**src/rtl/core/sgfc_pkg.sv**
```systemverilog
package sgfc_pkg;

  localparam int unsigned MaxCellsPerAxis = 1024;

  localparam int unsigned CntW  = 11;  // cell count and face index width
  localparam int unsigned NumW  = 31;  // cell and vertex number width
  localparam int unsigned PipeLatency = 4;

  typedef enum logic [1:0] {
    CFG_CELLS_X = 2'd0,
    CFG_CELLS_Y = 2'd1,
    CFG_CELLS_Z = 2'd2
  } cfg_idx_e;

  typedef enum logic [1:0] {
    AXIS_X = 2'd0,
    AXIS_Y = 2'd1,
    AXIS_Z = 2'd2
  } axis_e;

  typedef enum logic [2:0] {
    GRP_INTERIOR = 3'd0,
    GRP_X_LOW    = 3'd1,
    GRP_X_HIGH   = 3'd2,
    GRP_Y_LOW    = 3'd3,
    GRP_Y_HIGH   = 3'd4,
    GRP_Z_LOW    = 3'd5,
    GRP_Z_HIGH   = 3'd6
  } group_e;

  typedef struct packed {
    logic [CntW-1:0] cells_x;
    logic [CntW-1:0] cells_y;
    logic [CntW-1:0] cells_z;
  } grid_cfg_t;

  typedef struct packed {
    logic [1:0]      action;
    logic [CntW-1:0] index_x;
    logic [CntW-1:0] index_y;
    logic [CntW-1:0] index_z;
  } face_in_t;

  typedef struct packed {
    logic [NumW-1:0] cell_before;
    logic [NumW-1:0] cell_after;
    group_e          boundary_group;
    logic [NumW-1:0] vertex_a;
    logic [NumW-1:0] vertex_b;
    logic [NumW-1:0] vertex_c;
    logic [NumW-1:0] vertex_d;
    logic            index_error;
  } face_out_t;

endpackage

```
**src/rtl/core/sgfc_pipe.sv**
```systemverilog
module sgfc_pipe #(
  parameter int unsigned MaxCells = sgfc_pkg::MaxCellsPerAxis
) (
  input  logic                 clk_i,
  input  logic                 rst_ni,
  input  sgfc_pkg::grid_cfg_t  cfg_i,
  input  logic                 in_valid_i,
  input  sgfc_pkg::face_in_t   face_i,
  output logic                 out_valid_o,
  output sgfc_pkg::face_out_t  result_o
);
  import sgfc_pkg::*;

  localparam int unsigned CxyW = 2 * CntW;
  localparam int unsigned PxW  = CntW + 1;
  localparam int unsigned PxyW = 2 * PxW;

  // Derived grid strides; the user must keep config stable while items are in flight, the block does not enforce it.
  logic [CxyW-1:0] cxy_q;
  logic [PxW-1:0]  px, py;
  logic [PxyW-1:0] pxy_q;

  assign px = PxW'(cfg_i.cells_x) + PxW'(1);
  assign py = PxW'(cfg_i.cells_y) + PxW'(1);

  always_ff @(posedge clk_i) begin
    cxy_q <= CxyW'(cfg_i.cells_x) * CxyW'(cfg_i.cells_y);
    pxy_q <= PxyW'(px) * PxyW'(py);
  end

  // Stage 1: range check and boundary group.
  logic            cnt_ok, in_ok;
  group_e          grp;
  logic            s1_valid_q, s1_ok_q;
  axis_e           s1_axis_q;
  group_e          s1_grp_q;
  logic [CntW-1:0] s1_i_q, s1_j_q, s1_k_q;

  assign cnt_ok = (cfg_i.cells_x != '0) && (32'(cfg_i.cells_x) <= MaxCells) &&
                  (cfg_i.cells_y != '0) && (32'(cfg_i.cells_y) <= MaxCells) &&
                  (cfg_i.cells_z != '0) && (32'(cfg_i.cells_z) <= MaxCells);

  always_comb begin
    in_ok = 1'b0;
    grp   = GRP_INTERIOR;
    case (axis_e'(face_i.action))
      AXIS_X: begin
        in_ok = face_i.index_x <= cfg_i.cells_x && face_i.index_y < cfg_i.cells_y &&
                face_i.index_z < cfg_i.cells_z;
        if (face_i.index_x == '0) grp = GRP_X_LOW;
        else if (face_i.index_x == cfg_i.cells_x) grp = GRP_X_HIGH;
      end
      AXIS_Y: begin
        in_ok = face_i.index_x < cfg_i.cells_x && face_i.index_y <= cfg_i.cells_y &&
                face_i.index_z < cfg_i.cells_z;
        if (face_i.index_y == '0) grp = GRP_Y_LOW;
        else if (face_i.index_y == cfg_i.cells_y) grp = GRP_Y_HIGH;
      end
      AXIS_Z: begin
        in_ok = face_i.index_x < cfg_i.cells_x && face_i.index_y < cfg_i.cells_y &&
                face_i.index_z <= cfg_i.cells_z;
        if (face_i.index_z == '0) grp = GRP_Z_LOW;
        else if (face_i.index_z == cfg_i.cells_z) grp = GRP_Z_HIGH;
      end
      default: begin
        in_ok = 1'b0;
        grp   = GRP_INTERIOR;
      end
    endcase
  end

  always_ff @(posedge clk_i or negedge rst_ni) begin
    if (!rst_ni) begin
      s1_valid_q <= 1'b0;
    end else begin
      s1_valid_q <= in_valid_i;
    end
  end

  always_ff @(posedge clk_i) begin
    s1_ok_q   <= cnt_ok && in_ok;
    s1_axis_q <= axis_e'(face_i.action);
    s1_grp_q  <= grp;
    s1_i_q    <= face_i.index_x;
    s1_j_q    <= face_i.index_y;
    s1_k_q    <= face_i.index_z;
  end

  // Stage 2: row and plane products.
  logic              s2_valid_q, s2_ok_q;
  axis_e             s2_axis_q;
  group_e            s2_grp_q;
  logic [CntW-1:0]   s2_i_q;
  logic [NumW-1:0]   s2_jcx_q, s2_kcxy_q, s2_jpx_q, s2_kpxy_q;
  logic [CntW+CxyW-1:0] kcxy_full;
  logic [CntW+PxyW-1:0] kpxy_full;

  assign kcxy_full = (CntW+CxyW)'(s1_k_q) * (CntW+CxyW)'(cxy_q);
  assign kpxy_full = (CntW+PxyW)'(s1_k_q) * (CntW+PxyW)'(pxy_q);

  always_ff @(posedge clk_i or negedge rst_ni) begin
    if (!rst_ni) begin
      s2_valid_q <= 1'b0;
    end else begin
      s2_valid_q <= s1_valid_q;
    end
  end

  always_ff @(posedge clk_i) begin
    s2_ok_q   <= s1_ok_q;
    s2_axis_q <= s1_axis_q;
    s2_grp_q  <= s1_grp_q;
    s2_i_q    <= s1_i_q;
    s2_jcx_q  <= NumW'(CxyW'(s1_j_q) * CxyW'(cfg_i.cells_x));
    s2_kcxy_q <= kcxy_full[NumW-1:0];
    s2_jpx_q  <= NumW'(PxyW'(s1_j_q) * PxyW'(px));
    s2_kpxy_q <= kpxy_full[NumW-1:0];
  end

  // Stage 3: base cell and base vertex of the face.
  logic            s3_valid_q, s3_ok_q;
  axis_e           s3_axis_q;
  group_e          s3_grp_q;
  logic [NumW-1:0] s3_c0_q, s3_v0_q;

  always_ff @(posedge clk_i or negedge rst_ni) begin
    if (!rst_ni) begin
      s3_valid_q <= 1'b0;
    end else begin
      s3_valid_q <= s2_valid_q;
    end
  end

  always_ff @(posedge clk_i) begin
    s3_ok_q   <= s2_ok_q;
    s3_axis_q <= s2_axis_q;
    s3_grp_q  <= s2_grp_q;
    s3_c0_q   <= NumW'(1) + NumW'(s2_i_q) + s2_jcx_q + s2_kcxy_q;
    s3_v0_q   <= NumW'(1) + NumW'(s2_i_q) + s2_jpx_q + s2_kpxy_q;
  end

  // Stage 4: neighbor cells, corner winding, zero on error.
  logic [NumW-1:0] stride, off_a, off_b, off_c;
  logic            low_wall, high_wall;
  face_out_t       res;
  face_out_t       res_q;
  logic            done_q;

  assign low_wall  = s3_grp_q == GRP_X_LOW  || s3_grp_q == GRP_Y_LOW  ||
                     s3_grp_q == GRP_Z_LOW;
  assign high_wall = s3_grp_q == GRP_X_HIGH || s3_grp_q == GRP_Y_HIGH ||
                     s3_grp_q == GRP_Z_HIGH;

  always_comb begin
    case (s3_axis_q)
      AXIS_X: begin
        stride = NumW'(1);
        off_a  = NumW'(px);
        off_b  = NumW'(px) + NumW'(pxy_q);
        off_c  = NumW'(pxy_q);
      end
      AXIS_Y: begin
        stride = NumW'(cfg_i.cells_x);
        off_a  = NumW'(pxy_q);
        off_b  = NumW'(pxy_q) + NumW'(1);
        off_c  = NumW'(1);
      end
      default: begin
        stride = NumW'(cxy_q);
        off_a  = NumW'(1);
        off_b  = NumW'(px) + NumW'(1);
        off_c  = NumW'(px);
      end
    endcase

    res = '0;
    res.index_error = !s3_ok_q;
    if (s3_ok_q) begin
      res.cell_before    = low_wall  ? '0 : s3_c0_q - stride;
      res.cell_after     = high_wall ? '0 : s3_c0_q;
      res.boundary_group = s3_grp_q;
      res.vertex_a       = s3_v0_q + off_a;
      res.vertex_b       = s3_v0_q + off_b;
      res.vertex_c       = s3_v0_q + off_c;
      res.vertex_d       = s3_v0_q;
    end
  end

  always_ff @(posedge clk_i or negedge rst_ni) begin
    if (!rst_ni) begin
      done_q <= 1'b0;
    end else begin
      done_q <= s3_valid_q;
    end
  end

  always_ff @(posedge clk_i) begin
    res_q <= res;
  end

  assign out_valid_o = done_q;
  assign result_o    = res_q;

endmodule

```
**src/rtl/core/structured_grid_face_connectivity.sv**
```systemverilog
// Channel   | Direction | Handshake                 | Beat
// ----------+-----------+---------------------------+------------------------------------
// face      | in        | start_i high, busy_o low  | face_i: action, index_x/y/z
// result    | out       | done_o strobe, one cycle  | result_o: cells, group, vertices, error
// config    | in        | cfg_valid_i & cfg_ready_o | cfg_index_i, cfg_data_i (cell counts)
//
// One face beat enters every cycle while busy_o is low; its result strobes on done_o
// after passing the four register stages (check, multiply, add, finish).
// Async active-low reset clears the stage valid bits and sets cell counts to 1;
// busy_o stays high and cfg_ready_o low until the first clock edge after reset release.
// The receiver cannot stall, so the pipeline never holds: each stage advances every cycle.
module structured_grid_face_connectivity #(
  parameter int unsigned MaxCells = sgfc_pkg::MaxCellsPerAxis
) (
  input  logic                clk_i,
  input  logic                rst_ni,
  // face channel
  input  logic                start_i,
  output logic                busy_o,
  input  sgfc_pkg::face_in_t  face_i,
  // result channel
  output logic                done_o,
  output sgfc_pkg::face_out_t result_o,
  // configuration channel
  input  logic                cfg_valid_i,
  output logic                cfg_ready_o,
  input  logic [1:0]          cfg_index_i,
  input  logic [10:0]         cfg_data_i
);
  import sgfc_pkg::*;

  // Run flag: low in reset, high from the first cycle after release.
  logic run_q;

  always_ff @(posedge clk_i or negedge rst_ni) begin
    if (!rst_ni) begin
      run_q <= 1'b0;
    end else begin
      run_q <= 1'b1;
    end
  end

  assign busy_o      = !run_q;
  assign cfg_ready_o = run_q;

  // Cell count registers; a write to an index past the list is dropped.
  grid_cfg_t cfg_q;
  logic      cfg_we;

  assign cfg_we = cfg_valid_i && cfg_ready_o;

  always_ff @(posedge clk_i or negedge rst_ni) begin
    if (!rst_ni) begin
      cfg_q.cells_x <= CntW'(1);
      cfg_q.cells_y <= CntW'(1);
      cfg_q.cells_z <= CntW'(1);
    end else if (cfg_we) begin
      case (cfg_idx_e'(cfg_index_i))
        CFG_CELLS_X: begin
          cfg_q.cells_x <= cfg_data_i;
        end
        CFG_CELLS_Y: begin
          cfg_q.cells_y <= cfg_data_i;
        end
        CFG_CELLS_Z: begin
          cfg_q.cells_z <= cfg_data_i;
        end
        default: begin
        end
      endcase
    end
  end

  // Accept a face beat whenever not busy; the pipe never pushes back.
  logic in_accept;

  assign in_accept = start_i && !busy_o;

  sgfc_pipe #(
    .MaxCells (MaxCells)
  ) u_pipe (
    .clk_i       (clk_i),
    .rst_ni      (rst_ni),
    .cfg_i       (cfg_q),
    .in_valid_i  (in_accept),
    .face_i      (face_i),
    .out_valid_o (done_o),
    .result_o    (result_o)
  );

endmodule

```
**config.mk**
```make
export PLATFORM = sky130hd
export DESIGN_NAME = structured_grid_face_connectivity
export DESIGN_NICKNAME = d
export VERILOG_FILES = /design/src/rtl/core/sgfc_pkg.sv /design/src/rtl/core/sgfc_pipe.sv /design/src/rtl/core/structured_grid_face_connectivity.sv
export SDC_FILE = /design/constraint.sdc
export NUM_CORES = 2
export LEC_CHECK = 0
export ABC_AREA = 1
export BUFFER_PORTS_ARGS = -buffer_cell sky130_fd_sc_hd__buf_2
export CORE_MARGIN = 1
export CORE_UTILIZATION = 25
export CTS_CLUSTER_DIAMETER = 80
export DETAILED_ROUTE_END_ITERATION = 12
export RECOVER_POWER = 25
export SKIP_LAST_GASP = 1
export SLEW_MARGIN = 30
export SYNTH_ARGS = -nofsm -noshare
export SYNTH_HDL_FRONTEND = slang
export SYNTH_SLANG_ARGS = --single-unit
```
**constraint.sdc**
```tcl
create_clock -name clk_i -period 12.07 [get_ports clk_i]
set_input_delay 0.6035 -clock clk_i [delete_from_list [all_inputs] [get_ports clk_i]]
set_output_delay 0.6035 -clock clk_i [all_outputs]
set_load 0.005 [all_outputs]
```
## Word-level counts from Yosys, hierarchy flattened

Index checks and enable logic that the tools add are counted.

- Flip-flop bits (word level): 505
- Word-level logic and storage cells: 127

- Add/subtract/negate cells: 14
- Multiply operators: 6
- Order comparisons: 9
- Equality and inequality tests: 14
- Muxes and demuxes: 12
- Bitwise gates (word level): 1
- Reduce and logical (&&, ||, !) cells: 34

Operators with widths:

| operator | count |
|---|---|
| $pmux W24 S2 | 2 |
| $add A31 B31 Y31 | 3 |
| $add A31 B24 Y31 | 2 |
| $pmux W31 S2 | 1 |
| $mul A11 B11 Y22 | 2 |
| $pmux W22 S2 | 1 |
| $eq A11 B11 Y1 | 3 |
| $le A11 B11 Y1 | 3 |
| $le A11 B11 Y1 const B | 3 |
| $logic_not A11 Y1 | 3 |
| $lt A11 B11 Y1 | 3 |
| $reduce_bool A11 Y1 | 3 |
| $add A31 B22 Y31 | 1 |
| $add A31 B23 Y31 | 1 |
| $mul A11 B22 Y31 | 1 |
| $mul A11 B24 Y31 | 1 |
| $sub A31 B31 Y31 | 1 |
| $add A12 B24 Y25 | 1 |
| $add A24 B1 Y25 const B | 1 |
| $add A11 B1 Y12 const B | 2 |
| $mul A12 B12 Y24 | 1 |
| $mul A11 B12 Y23 | 1 |
| $mux W3 | 5 |
| $logic_and A1 B1 Y1 | 14 |
| other kinds (16) | 31 |

## Logic depth before layout (Yosys ltp)

- Word-level depth: 7
- Gate-level depth with buffers: 32
- Gate-level depth less buffers: 30

## Cells and area by module

From an unflattened synthesis, not the netlist that was laid out.

- Cells, all modules: 8097
- Area, all modules: 59635.9 sq um

Modules (own cells, without submodules):

| module | instances | cells an instance | area an instance (sq um) | seq. area each (sq um) |
|---|---|---|---|---|
| sgfc_pipe | 1 | 7941 | 58220.8 | 9449.1 |
| structured_grid_face_connectivity | 1 | 156 | 1415.1 | 854.6 |

## Worst setup path before layout

Ideal clock, no wire load.

- Path kind: flip-flop to flip-flop
- Start point: register cfg_q[11] (netlist name)
- End point: register u_pipe.pxy_q[23]
- Arrival time: 5319 ps
- Setup slack: 6625 ps
- Cell stages (with the launch flop): 24
- Buffers on the path: 0
- Clock period less this slack: 5445 ps
- Cell sequence: dfstp_2 ha_1 nand2_2 nor2_4 nand4_2 or2_4 xor2_1 nor2_1 fa_1 inv_1 fa_1 inv_1 fa_1 fa_1 inv_1 fa_1 inv_1 ha_1 a21oi_1 a21boi_0 nand2_1 nand2_1 o211ai_1 xor2_1

- Word-level cells in the longest chain between the ends: 2

Ends and longest elaborated chain:

| what | line | RTL |
|---|---|---|
| from (decl) | structured_grid_face_connectivity.sv:47 | `grid_cfg_t cfg_q;` |
| $add A11 B1 Y12 | sgfc_pipe.sv:24 | `assign py = PxW'(cfg_i.cells_y) + PxW'(1);` |
| $mul A12 B12 Y24 | sgfc_pipe.sv:28 | `pxy_q <= PxyW'(px) * PxyW'(py);` |
| to (signal assigned) | sgfc_pipe.sv:28 |  |
| to (decl) | sgfc_pipe.sv:21 | `logic [PxyW-1:0] pxy_q;` |

No other way between the ends.
A chain may end at the register's enable or synchronous reset.

## Worst setup path after layout

- Start point: register cfg_q[22] (netlist name)
- End point: register u_pipe.pxy_q[23]

- Word-level cells in the longest chain between the ends: 2

Ends and longest elaborated chain:

| what | line | RTL |
|---|---|---|
| $add A11 B1 Y12 | sgfc_pipe.sv:23 | `assign px = PxW'(cfg_i.cells_x) + PxW'(1);` |
| $mul A12 B12 Y24 | sgfc_pipe.sv:28 |  |

No other way between the ends.

==> results.json <==
{
  "status": "finished with violations",
  "violations": "design-rule violations, max-capacitance violations, max-slew violations",
  "maxCapViolations": 4,
  "cts_max_level": 2,
  "hold_slack_ns": 0.09130,
  "overflow": 0,
  "fillers": 26340,
  "grt_pass1_vias": 52530,
  "crit_type": "flip-flop to flip-flop",
  "antenna_found_initial": 33,
  "cpLargestDelayFamily": "buffers and inverters",
  "synth-edff-count": 0,
  "ys.flop_type": "dfxtp_1",
  "ctsLongestPathBuffers": 3,
  "drive_above_1_share_pct": 4.877,
  "async_flop_share_pct": 7.525,
  "start_kind": "flip-flop",
  "syn-instance-count": 8281,
  "dr.first_iter.drc_count": 3961,
  "reg2reg_depth": 23,
  "worstPathArrival_ns": 9.55,
  "via_count": 52930,
  "path_clk_slew_ns": 0.07,
  "clockRootBuffer": "clkbuf_16",
  "post-cts-setup-buffers": 0,
  "syn_nets": 9656,
  "holdPathEnd": "u_pipe.s1_k_q[0]",
  "multi_input_area_um2": 42150,
  "drt_wl_total_mm": 204.8,
  "place_inst": 11500,
  "hp-class": "input port to flip-flop",
  "crit_required_ns": 12.62,
  "critPathMaxFanout": 39,
  "period_needed_ns": 8.996,
  "fin_skew_ns": 0.02793,
  "whs_path_depth": 1,
  "start_util_pct": 25.19,
  "gp_congestion": 0.9944,
  "layout.nets": 9770,
  "insertion_delay_ns": 0.69,
  "endpoint_kind": "flip-flop",
  "post-route-period-util_pct": 74.54,
  "final_cell_count_no_fill": 11630,
  "hold_viol_final": 0,
  "hpwl_mm": 169.2,
  "die_area_um2": 242100,
  "ys_warn_count": 0,
  "die_y_um": 492.0,
  "slew_headroom_pct": -178.3,
  "fin_setup_tns_ns": 0,
  "drt_pass1_iterations": 10,
  "netlist-cell-type-count": 59,
  "setup_viol": 0,
  "syn-mean-instance-area_um2": 7.249,
  "r2r-end": "u_pipe.pxy_q[23]",
  "viasPerCell": 4.551,
  "die_w_um": 492.0,
  "rsz0062_at_grt": "no",
  "r2r_setup_slack_ns": 3.07,
  "port_buffers": 244,
  "cts_buffers": 61,
  "path_cells": "clkbuf_1, inv_2, nor2_1, nand3_1, nand2_1, clkinv_1, nand2_1, fa_1, fa_1, inv_1, fa_1, fa_1, inv_1, fa_1, inv_1, ha_1, nand2_1, inv_1, a21boi_0, nand2_1, nand2_1, o211ai_1, xor2_1",
  "io_pins": 245,
  "cts_tree": "done",
  "grt_max_degree": 84,
  "regToRegStartpoint": "cfg_q[22]",
  "synth_area_um2": 60030,
  "cp_slowest_cell": "clkbuf_1",
  "syn2layout_area_growth_pct": 11.39,
  "core_area_um2": 238300,
  "std_cell_rows": 179,
  "timing.fmax_ghz": 0.1112,
  "finalMaxSlewViolations": 158,
  "synth_seq_cells": 505,
  "crit_path_max_incr_delay_ns": 1.52,
  "grt_pass1_wl_mm": 313.9,
  "wl_per_cell_um": 17.61,
  "drc": 20,
  "grtUsageTotal_pct": 16.76,
  "worst_pin_slew_ns": 4.131,
  "min_from": "face_i[0]",
  "ff_latch_area_um2": 10320,
  "antenna_left": 0,
  "worst-path-buf-inv": 7,
  "clkSinkCount": 505,
  "seq_area_frac_synth_pct": 17.16
}
through the flow:
| step | setup slack (ns) | utilization (%) | cell area [µm²] |
|---|---|---|---|
| 2_1_floorplan | 6.625 | - | 60030 |
| 3_3_place_gp | 4.862 | 27.14 | 64680 |
| 3_5_place_dp | 4.712 | 27.15 | 64700 |
| 4_1_cts | 4.693 | 28.08 | 66920 |
| 5_1_grt | 2.723 | 28.06 | 66860 |
| 6_report | 3.074 | 28.06 | 66870 |
worst register-to-register path: stages (launching register included):
cell	delay (ns)
dfstp_1	0.97
clkbuf_1	1.52
inv_2	0.43
nor2_1	0.27
nand3_1	0.09
nand2_1	0.57
clkinv_1	0.84
nand2_1	0.30
fa_1	0.48
fa_1	0.52
inv_1	0.05
fa_1	0.45
fa_1	0.52
inv_1	0.05
fa_1	0.47
inv_1	0.04
ha_1	0.34
nand2_1	0.17
inv_1	0.05
a21boi_0	0.34
nand2_1	0.10
nand2_1	0.07
o211ai_1	0.09
xor2_1	0.15
flip-flops by register name (all words and copies together) (netlist names), 2 cells and up:
signal            flops
u_pipe.s2_grp_q       3
u_pipe.s1_i_q        11
u_pipe.s2_kcxy_q     31
u_pipe.s1_k_q        11
cfg_q                33
u_pipe.s3_grp_q       3
u_pipe.result_o     190
u_pipe.s1_axis_q      2
u_pipe.s3_c0_q       31
u_pipe.s2_axis_q      2
u_pipe.s2_i_q        11
u_pipe.pxy_q         24
u_pipe.s3_v0_q       31
u_pipe.s2_kpxy_q     31
u_pipe.s2_jcx_q      22
u_pipe.s2_jpx_q      23
u_pipe.cxy_q         22
u_pipe.s3_axis_q      2
u_pipe.s1_grp_q       3
u_pipe.s1_j_q        11
logic make-up (layout without fill, tap and decap cells):
kind of cell	count (synthesis)	in the layout	synth area share (%)
AO/OA/AOI/OAI	825	825	7.391
XOR/XNOR	183	183	2.701
adder cells (fa/ha/maj)	1323	1323	36.96
buffers and inverters	2012	2178	12.66
flip-flops	505	505	17.16
multiplexers	1	1	0.01668
other	1	17	0.006247
AND/OR/NAND/NOR	3431	3431	23.10
cells in the mapped netlist, drive strengths merged (52+ instances only):
master | count | area, µm²
nand2 | 2206 | 8295
inv | 1758 | 6599
fa | 750 | 15010
nor2 | 702 | 2689
ha | 573 | 7169
dfxtp | 467 | 9349
a21oi | 404 | 2022
nand3 | 304 | 1526
o21ai | 284 | 1425
clkbuf | 180 | 676.9
xor2 | 131 | 1166
nand4 | 81 | 519.2
buf | 68 | 302.8
nor3 | 68 | 351.6
xnor2 | 52 | 455.4
layout by cell type (no fill, tap or decap), drive strengths merged, types with 17 or more instances in the layout:
cell and count:
buf 239, inv 1774, nor3 68, xor2 131, ha 573, nor2 702, o21a 25, a21o 24
dfrtp 35, a21oi 404, nand3 304, clkbuf 136, nand3b 17, nand4 81, o22ai 23, xnor2 52
o21bai 19, clkinv 20, dfxtp 467, o21ai 284, nand2 2206, fa 750
layout make-up:
cell class              instances  share of cell area [%]
well taps                    3167                   5.926
clock inverters                38                  0.7504
inverters                    1764                   9.903
repair buffers                299                   2.330
diodes                         16                 0.05988
multi-input cells            5764                   63.04
clock buffers                  77                   2.558
flip-flops and latches        505                   15.44
repair_timing:
item,4_1_cts,5_1_grt
hold endpoints to repair,4,0
resized for setup,0,0
hold buffers,1,0
how the worst max path moves through the flow:
stage	start	end	slack, ns	cells after the start
finish	cfg_q[22]	u_pipe.pxy_q[23]	3.07	23
global route	cfg_q[22]	u_pipe.pxy_q[23]	2.72	23
CTS	cfg_q[22]	u_pipe.pxy_q[23]	4.69	25
detailed placement	cfg_q[22]	u_pipe.pxy_q[23]	4.71	25
global placement	cfg_q[22]	u_pipe.pxy_q[23]	4.86	25
floorplan	cfg_q[11]	u_pipe.pxy_q[23]	6.62	23
routing by layer:
metal / up-vias / routed length (µm) / share of wire, % / track usage, %
li1: 25360 / - / - / -
met5: - / 75 / 0.037 / 0
met3: 340 / 15070 / 7.4 / 2.677
met2: 1773 / 93220 / 46 / 27.18
met1: 25440 / 88300 / 43 / 22.03
met4: 14 / 8141 / 4.0 / 6.968
Power is left out: the tool's default activity adds up to more than one toggle a clock period on the data nets, which glitch-free logic cannot reach.
